<file path="src/design/rmq_pkg.sv">
`timescale 1ns / 1ps
// ----------------------------------------------------------------------------
// rmq_pkg
// Shared types and constants for the rotation matrix to quaternion block.
// ----------------------------------------------------------------------------
package rmq_pkg;

    localparam int FRAC_BITS_DEF = 14;
    localparam int DATA_W        = 16;   // matrix entries and signed parts
    localparam int OUT_W         = 15;   // unsigned scalar part
    localparam int DIFF_W        = DATA_W + 1;

    localparam logic [OUT_W-1:0] MAG_MAX = {OUT_W{1'b1}};

    typedef struct packed {
        logic signed [DATA_W-1:0] m00;
        logic signed [DATA_W-1:0] m01;
        logic signed [DATA_W-1:0] m02;
        logic signed [DATA_W-1:0] m10;
        logic signed [DATA_W-1:0] m11;
        logic signed [DATA_W-1:0] m12;
        logic signed [DATA_W-1:0] m20;
        logic signed [DATA_W-1:0] m21;
        logic signed [DATA_W-1:0] m22;
    } mat_t;

    typedef struct packed {
        logic        [OUT_W-1:0]  qw;
        logic signed [DATA_W-1:0] qx;
        logic signed [DATA_W-1:0] qy;
        logic signed [DATA_W-1:0] qz;
    } quat_t;

    // sign flags of the three vector parts
    typedef struct packed {
        logic x;
        logic y;
        logic z;
    } sign_t;

endpackage

</file>
<file path="src/design/rmq_sqrt_pipe.sv">
`timescale 1ns / 1ps
// ----------------------------------------------------------------------------
// rmq_sqrt_pipe
// Pipelined integer square root, one root bit resolved per register stage.
// ----------------------------------------------------------------------------
module rmq_sqrt_pipe #(
    parameter int ROOT_W = 16
) (
    input  logic                  clk,
    input  logic [ROOT_W-1:0]     en,     // load enable, one per stage
    input  logic [2*ROOT_W-1:0]   rad,
    output logic [ROOT_W-1:0]     root
);

    localparam int RAD_W = 2 * ROOT_W;
    localparam int REM_W = ROOT_W + 1;
    localparam int ACC_W = REM_W + 2;

    logic [RAD_W-1:0]  rad_reg  [ROOT_W];
    logic [RAD_W-1:0]  rad_next [ROOT_W];
    logic [REM_W-1:0]  rem_reg  [ROOT_W];
    logic [REM_W-1:0]  rem_next [ROOT_W];
    logic [ROOT_W-1:0] root_reg  [ROOT_W];
    logic [ROOT_W-1:0] root_next [ROOT_W];

    for (genvar j = 0; j < ROOT_W; j++)
    begin : g_stage
        logic [RAD_W-1:0]  rad_in;
        logic [REM_W-1:0]  rem_in;
        logic [ROOT_W-1:0] root_in;
        logic [ACC_W-1:0]  acc;
        logic [ACC_W-1:0]  trial;
        logic              ge;

        if (j == 0)
        begin : g_first
            assign rad_in  = rad;
            assign rem_in  = '0;
            assign root_in = '0;
        end
        else
        begin : g_rest
            assign rad_in  = rad_reg[j-1];
            assign rem_in  = rem_reg[j-1];
            assign root_in = root_reg[j-1];
        end

        // bring down the next two radicand bits, try 4*root + 1
        assign acc   = {rem_in, rad_in[RAD_W-1 -: 2]};
        assign trial = {1'b0, root_in, 2'b01};
        assign ge    = (acc >= trial);

        assign rem_next[j]  = ge ? REM_W'(acc - trial) : REM_W'(acc);
        assign root_next[j] = {root_in[ROOT_W-2:0], ge};
        assign rad_next[j]  = rad_in << 2;

        always_ff @(posedge clk)
        begin
            if (en[j])
            begin
                rad_reg[j]  <= rad_next[j];
                rem_reg[j]  <= rem_next[j];
                root_reg[j] <= root_next[j];
            end
        end
    end

    assign root = root_reg[ROOT_W-1];

endmodule

</file>
<file path="src/design/rotation_matrix_to_quaternion.sv">
`timescale 1ns / 1ps
// ----------------------------------------------------------------------------
// rotation_matrix_to_quaternion
// Converts a Q1.14 rotation matrix to a quaternion (w, x, y, z), with the
// magnitudes from four pipelined square roots and the signs of x, y, z taken
// from the off-diagonal differences.
// ----------------------------------------------------------------------------
//  channel | dir | handshake               | payload
//  --------+-----+-------------------------+----------------------
//  mat     | in  | mat_valid / mat_ready   | mat  (nine entries)
//  quat    | out | quat_valid / quat_ready | quat (qw qx qy qz)
//
//  One item per cycle sustained while quat_ready stays high. One stage forms
//  the diagonal sums, one stage per root bit in the square roots, one output
//  register.
//  Reset clears only the stage valid bits.
//  A stall fills bubbles first; each stage holds while it is full and the
//  one after it is full and blocked.
// ----------------------------------------------------------------------------
module rotation_matrix_to_quaternion #(
    parameter int FRAC_BITS = rmq_pkg::FRAC_BITS_DEF
) (
    input  logic           clk,
    input  logic           rst_n,
    input  logic           mat_valid,
    output logic           mat_ready,
    input  rmq_pkg::mat_t  mat,
    output logic           quat_valid,
    input  logic           quat_ready,
    output rmq_pkg::quat_t quat
);

    import rmq_pkg::*;

    localparam int SUM_W   = ((FRAC_BITS > 17) ? FRAC_BITS : 17) + 2;
    localparam int RAD_RAW = SUM_W - 1 + FRAC_BITS;
    localparam int ROOT_W  = (RAD_RAW + 1) / 2;
    localparam int RAD_W   = 2 * ROOT_W;
    localparam int MAG_W   = ROOT_W - 1;
    localparam int EXT_W   = (MAG_W > OUT_W) ? MAG_W : OUT_W;
    localparam int STAGES  = ROOT_W + 2;

    localparam logic signed [SUM_W-1:0] ONE = SUM_W'(64'sd1 <<< FRAC_BITS);

    // ---------------- pipeline control ----------------
    logic [STAGES:0]   en;
    logic [STAGES-1:0] v_reg;
    logic [STAGES-1:0] v_next;

    assign en[STAGES] = quat_ready;
    for (genvar k = 0; k < STAGES; k++)
    begin : g_ctrl
        assign en[k] = !v_reg[k] || en[k+1];
    end

    assign v_next = (en[STAGES-1:0] & {v_reg[STAGES-2:0], mat_valid})
                  | (~en[STAGES-1:0] & v_reg);

    always_ff @(posedge clk or negedge rst_n)
    begin
        if (!rst_n)
        begin
            v_reg <= '0;
        end
        else
        begin
            v_reg <= v_next;
        end
    end

    assign mat_ready  = en[0];
    assign quat_valid = v_reg[STAGES-1];

    // ---------------- stage 0: diagonal sums and signs ----------------
    logic signed [SUM_W-1:0]  e00, e11, e22;
    logic signed [SUM_W-1:0]  sw, sx, sy, sz;
    logic signed [DIFF_W-1:0] dx, dy, dz;
    logic [RAD_W-1:0]         rad_w_next, rad_x_next, rad_y_next, rad_z_next;
    logic [RAD_W-1:0]         rad_w_reg, rad_x_reg, rad_y_reg, rad_z_reg;
    sign_t                    sgn_next;
    sign_t                    sgn_reg [ROOT_W+1];

    assign e00 = SUM_W'(mat.m00);
    assign e11 = SUM_W'(mat.m11);
    assign e22 = SUM_W'(mat.m22);

    assign sw = ONE + e00 + e11 + e22;
    assign sx = ONE + e00 - e11 - e22;
    assign sy = ONE - e00 + e11 - e22;
    assign sz = ONE - e00 - e11 + e22;

    // radicand is S << FRAC_BITS, negative or zero sums give zero
    assign rad_w_next = (!sw[SUM_W-1] && (sw != '0))
                      ? RAD_W'({sw[SUM_W-2:0], {FRAC_BITS{1'b0}}}) : '0;
    assign rad_x_next = (!sx[SUM_W-1] && (sx != '0))
                      ? RAD_W'({sx[SUM_W-2:0], {FRAC_BITS{1'b0}}}) : '0;
    assign rad_y_next = (!sy[SUM_W-1] && (sy != '0))
                      ? RAD_W'({sy[SUM_W-2:0], {FRAC_BITS{1'b0}}}) : '0;
    assign rad_z_next = (!sz[SUM_W-1] && (sz != '0))
                      ? RAD_W'({sz[SUM_W-2:0], {FRAC_BITS{1'b0}}}) : '0;

    assign dx = DIFF_W'(mat.m12) - DIFF_W'(mat.m21);
    assign dy = DIFF_W'(mat.m20) - DIFF_W'(mat.m02);
    assign dz = DIFF_W'(mat.m01) - DIFF_W'(mat.m10);

    assign sgn_next.x = dx[DIFF_W-1];
    assign sgn_next.y = dy[DIFF_W-1];
    assign sgn_next.z = dz[DIFF_W-1];

    always_ff @(posedge clk)
    begin
        if (en[0])
        begin
            rad_w_reg  <= rad_w_next;
            rad_x_reg  <= rad_x_next;
            rad_y_reg  <= rad_y_next;
            rad_z_reg  <= rad_z_next;
            sgn_reg[0] <= sgn_next;
        end
        // signs ride alongside the root stages
        for (int k = 1; k <= ROOT_W; k++)
        begin
            if (en[k])
            begin
                sgn_reg[k] <= sgn_reg[k-1];
            end
        end
    end

    // ---------------- square roots ----------------
    logic [ROOT_W-1:0] root_w, root_x, root_y, root_z;

    rmq_sqrt_pipe #(.ROOT_W(ROOT_W)) u_sqrt_w (
        .clk  (clk),
        .en   (en[ROOT_W:1]),
        .rad  (rad_w_reg),
        .root (root_w)
    );

    rmq_sqrt_pipe #(.ROOT_W(ROOT_W)) u_sqrt_x (
        .clk  (clk),
        .en   (en[ROOT_W:1]),
        .rad  (rad_x_reg),
        .root (root_x)
    );

    rmq_sqrt_pipe #(.ROOT_W(ROOT_W)) u_sqrt_y (
        .clk  (clk),
        .en   (en[ROOT_W:1]),
        .rad  (rad_y_reg),
        .root (root_y)
    );

    rmq_sqrt_pipe #(.ROOT_W(ROOT_W)) u_sqrt_z (
        .clk  (clk),
        .en   (en[ROOT_W:1]),
        .rad  (rad_z_reg),
        .root (root_z)
    );

    // ---------------- output stage: halve, saturate, apply sign ----------------
    function automatic logic [OUT_W-1:0] sat_mag(input logic [MAG_W-1:0] m);
        logic [EXT_W-1:0] e;
        e = EXT_W'(m);
        return (e > EXT_W'(MAG_MAX)) ? MAG_MAX : e[OUT_W-1:0];
    endfunction

    function automatic logic [DATA_W-1:0] apply_sign(input logic [OUT_W-1:0] lim,
                                                     input logic neg);
        logic [DATA_W-1:0] p;
        p = {1'b0, lim};
        return neg ? (~p + DATA_W'(1)) : p;
    endfunction

    quat_t out_next;
    quat_t out_reg;
    sign_t sgn_last;

    assign sgn_last    = sgn_reg[ROOT_W];
    assign out_next.qw = sat_mag(root_w[ROOT_W-1:1]);
    assign out_next.qx = apply_sign(sat_mag(root_x[ROOT_W-1:1]), sgn_last.x);
    assign out_next.qy = apply_sign(sat_mag(root_y[ROOT_W-1:1]), sgn_last.y);
    assign out_next.qz = apply_sign(sat_mag(root_z[ROOT_W-1:1]), sgn_last.z);

    always_ff @(posedge clk)
    begin
        if (en[STAGES-1])
        begin
            out_reg <= out_next;
        end
    end

    assign quat = out_reg;

endmodule
</file>
<file path="config.mk">
export PLATFORM = sky130hd
export DESIGN_NAME = rotation_matrix_to_quaternion
export DESIGN_NICKNAME = d
export VERILOG_FILES = /design/src/design/rmq_pkg.sv /design/src/design/rmq_sqrt_pipe.sv /design/src/design/rotation_matrix_to_quaternion.sv
export SDC_FILE = /design/constraint.sdc
export NUM_CORES = 2
export LEC_CHECK = 0
export CAP_MARGIN = 10
export CORE_MARGIN = 2
export CORE_UTILIZATION = 60
export CTS_CLUSTER_DIAMETER = 120
export CTS_CLUSTER_SIZE = 8
export DETAILED_ROUTE_END_ITERATION = 7
export DONT_BUFFER_PORTS = 1
export PLACE_DENSITY = 0.84
export SYNTH_ARGS = -nofsm -noshare
export SYNTH_HDL_FRONTEND = slang
export SYNTH_HIERARCHICAL = 1
export SYNTH_MEMORY_MAX_BITS = 65536
export SYNTH_SLANG_ARGS = --single-unit
</file>
<file path="constraint.sdc">
create_clock -name clk -period 29.9 [get_ports clk]
set_input_delay 1.495 -clock clk [delete_from_list [all_inputs] [get_ports clk]]
set_output_delay 1.495 -clock clk [all_outputs]
set_load 0.1 [all_outputs]
</file>
# [Word level (Yosys, flattened, before mapping)]
# Memory sizes are Yosys's and may differ from the RTL's.
# Index checks and enable logic that the tools add are counted.
[totals] ff_bits=209 n_memories=13 out_inout_bits=65 mem_bits_rw=4083
[mem_list] memory="u_sqrt_w.rad_reg" words=16 width=30 read_ports=15 rd_ports_with_merged_regs=0 wr=16 line_no="rmq_sqrt_pipe.sv:19" source="logic [RAD_W-1:0] rad_reg [ROOT_W];"
[mem_list] memory="u_sqrt_x.rad_reg" words=16 width=30 read_ports=15 rd_ports_with_merged_regs=0 wr=16 line_no="rmq_sqrt_pipe.sv:19"
[mem_list] memory="u_sqrt_y.rad_reg" words=16 width=30 read_ports=15 rd_ports_with_merged_regs=0 wr=16 line_no="rmq_sqrt_pipe.sv:19"
[mem_list] memory="u_sqrt_z.rad_reg" words=16 width=30 read_ports=15 rd_ports_with_merged_regs=0 wr=16 line_no="rmq_sqrt_pipe.sv:19"
[mem_list] memory="u_sqrt_w.rem_reg" words=16 width=17 read_ports=15 rd_ports_with_merged_regs=0 wr=16 line_no="rmq_sqrt_pipe.sv:21" source="logic [REM_W-1:0] rem_reg [ROOT_W];"
[mem_list] memory="u_sqrt_x.rem_reg" words=16 width=17 read_ports=15 rd_ports_with_merged_regs=0 wr=16 line_no="rmq_sqrt_pipe.sv:21"
[mem_list] memory="+7 memories"
[op_classes] n_lt_le_gt_ge=68 bitwise=7 mux=104 reduce_logical=48 addsub=80
[ops] op="greater-or-equal comparator 19 x 18 -> 1 bit" n=60
[ops] op="two-way mux 17 bit" n=64
[ops] op="subtractor 17 bit" n=60
[ops] op="two-way mux 15 bit" n=6
[ops] op="nonzero test 19 bit" n=4
[ops] op="greater-than comparator 15 bit, second input constant" n=4
[ops] op="subtractor 16 x 16 -> 17 bit" n=3
[ops] op="adder 16 x 1 -> 16 bit, second input constant" n=3
[ops] op="NOT 15 -> 16 bit" n=3
[ops] op="adder 18 x 16 -> 19 bit" n=2
[ops] op="subtractor 18 x 16 -> 19 bit" n=2
[ops] op="adder 17 x 16 -> 18 bit" n=2
[ops] op="AND 18 bit" n=2
[ops] op="subtractor 17 x 16 -> 18 bit" n=2
[ops] op="two-way mux 1 bit" n=34
[ops] op="logical NOT 1 bit" n=22
[ops] op="logical OR 1 bit" n=18
[ops] op="NOT 18 bit" n=1
[ops] op="OR 18 bit" n=1
[ops] op="adder 16 x 16 -> 17 bit, first input constant" n=1
[ops] op="subtractor 16 x 16 -> 17 bit, first input constant" n=1
[ops] op="subtractor 2 x 1 -> 3 bit, second input constant" n=4
[ops] op="greater-or-equal comparator 2 x 1 -> 1 bit, second input constant" n=4
[ops] op="logical AND 1 bit" n=4

# [Depth between registers and ports, before layout]
[depth] ltp_word=22 ltp_mapped=17

# [Hierarchy]
# The synthesis kept the hierarchy.
[modules_own_cells] module="rmq_sqrt_pipe" instances=4 area_each_um2=28152.0 seq_area_each_um2=18407.7 cells_each=2111
[modules_own_cells] module="rotation_matrix_to_quaternion" instances=1 area_each_um2=13814.5 seq_area_each_um2=6035.8 cells_each=1242

# [Worst setup path after synthesis]
# Ideal clock, no wire load.
[synth_timing] kind="input-to-output" startpoint="input port quat_ready" endpoint="output port mat_ready" setup_slack_ns=13.785 n_path_buf=0 path_stages=8 arrival_time_ns=14.620 t_required_ns=28.405 cell_sequence="nor2b_1 > nand2_1 > nor2_1 > nand2_1 > nor3_1 > nand3_1 > nor2_1 > nand2_1"
[synth_via] elab_chain_len=18
[synth_rtl] item="from (decl)" line_no="rotation_matrix_to_quaternion.sv:29" source="input logic quat_ready,"
[synth_rtl] item="logical OR 1 bit (2 in series)" line_no="rotation_matrix_to_quaternion.sv:53" source="assign en[k] = !v_reg[k] || en[k+1];"
[synth_rtl] item="named net en[16]" line_no="rotation_matrix_to_quaternion.sv:46" source="logic [STAGES:0] en;"
[synth_rtl] item="logical OR 1 bit (4 in series)" line_no="rotation_matrix_to_quaternion.sv:53"
[synth_rtl] item="named net en[12]" line_no="rotation_matrix_to_quaternion.sv:46"
[synth_rtl] item="logical OR 1 bit (10 in series)" line_no="rotation_matrix_to_quaternion.sv:53"
[synth_rtl] item="named net en[2]" line_no="rotation_matrix_to_quaternion.sv:46"
[synth_rtl] item="logical OR 1 bit (2 in series)" line_no="rotation_matrix_to_quaternion.sv:53"
[synth_rtl] item="to (decl)" line_no="rotation_matrix_to_quaternion.sv:26" source="output logic mat_ready,"
# The timed path passes the listed nets, and every way through them passes these cells.

==> reports/qor.csv <==
metric,value,unit
tns,0,ps
cts-resized-gates,0,
clockRootBuffer,clkbuf_16,
cellPowerDensity,102.1,nW/um^2
n_antenna_cell,0,
grt_max_degree,98,
max_slew_margin,24.45,%
cts_tree,yes,
p_leak,0.05234,uW
cts_hold_buffers,0,
post-route-period-util,26.72,%
worstPathRequired,28410,ps
rows,162,
vias,69690,
layout-drive-gt1-share,6.555,%
cts_sinks,2464,
grt_pass1_vias,70700,
grt_pass1_wl,362.4,mm
antenna_found_initial,1,
cp.arrival,6490,ps
power,13210,uW
die-height,445.5,um
avgSynthCellArea,13.10,sq um
core_region_area,194400,sq um
htree_levels,5,
fin_util,66.58,%
drv_cap,0,
hpwlAfterDp,149.7,mm
syn_area,116900,sq um
dieArea,198500,sq um
cts_buffers,358,
clock_latency,970,ps
post_cts_buffers,0,
setup_viol,0,
hold_violations,0,
peakVddDrop,0.08062,mV
die_w,445.5,um
endpoint_kind,output port,
worst-slew-pin-transition,1133,ps
gp_congestion,0.9685,
place_inst,11390,
startpoint_type,register,
grt_overflow,0,
holdWs,231.4,ps
cts.path.max_buffers,4,
fin_worst_skew,81.92,ps
final_cells,11820,
hold_path_class,input pin to async pin,
area_delta_synth_final,10.67,%
io_buffers,0,
vias_per_cell,5.897,
ioPinCount,213,
routed_wirelength,223.0,mm
final_antenna_net_count,0,
path_class,register to output port,
fmax,125.2,MHz
path_clk_slew,50,ps
yosys_warnings,6,
dr.pass1.iters,8,
rsz0062_at_grt,no,
violations,DRC,
final_nets,10090,
period_needed,7989,ps
drc,1,
run_status,"complete, but fails checks",
track_usage,22.50,%
syn_inst,8930,
avgRoutedWirePerCell,18.87,um
initial_core_util,60.16,%
drt-initial-drc-count,5965,
crit_fanout,71,
drv_slew,0,
per-layer routing:
metal	part of all wire [%]	vias up	track usage [%]	wire length, um
met2	52	2613	40.59	115400
met1	39	33170	26.68	87020
met4	3.8	0	9.104	8517
li1	-	33300	-	-
met5	0	-	0	0
met3	5.4	601	3.791	12100
path summary, 6_finish.rpt:
kind / start / endpoint / slack [ps] / cells past startpoint
setup reg to reg: register / rad_y_reg[29] / 23380 / 10
hold / removal: rst_n / async pin / 230 / 0
min in group clk: u_sqrt_y/rad_reg[0][32] / u_sqrt_y/rad_reg[0][62] / 360 / 0
hold reg to reg: u_sqrt_y/rad_reg[0][32] / u_sqrt_y/rad_reg[0][62] / 360 / 0
setup / recovery: register / mat_ready / 21910 / 9
max in group asynchronous: rst_n / async pin / 29490 / 0
layout make-up:
cell class | instances | area [sq um]
Multi-Input combinational cell | 5550 | 39590
Tap cell | 2542 | 3181
Clock buffer | 416 | 9261
Timing Repair Buffer | 29 | 217.7
Sequential cell | 2464 | 73900
Inverter | 804 | 3045
Clock inverter | 13 | 226.5
Fill cell | 12550 | 64960
worst max-delay path: stages, from the launching register on:
cell and delay, ps:
dfrtp_1 920, nor2b_1 580, nand2_4 580, nor2_1 750, nand2_4 630, nor3_1 410
buf_4 240, nand3_4 440, nor2_1 640, nand2_4 350
through the flow:
step | setup slack, ps | cell area, sq um
after global placement | 22610 | 119900
after CTS | 21780 | 129400
final | 21910 | 129400
after detailed placement | 22270 | 119900
after floorplan | 14290 | 117100
after global routing | 21440 | 129400
cell usage in the layout (no fill, tap or decap), drive strengths merged, types with 54 or more instances in the layout:
cell and n:
nor2 637, clkbuf 416, inv 812, a21oi 463, a31oi 54, xor2 323, nand3 150, nand2b 104
ha 665, fa 69, nor3 189, o31ai 62, or3 94, nor2b 100, o21a 115, mux2 100
xnor2 353, o21ai 492, nor4 113, o211ai 67, edfxtp 2446, nand2 470, a21o 178, or4 66
power by group:
part	switching, uW	internal [uW]
clock	1330	2150
combinational	2060	1530
sequential	828	5310
total	4210	9000
No activity file was read; power rests on OpenSTA's default activity.
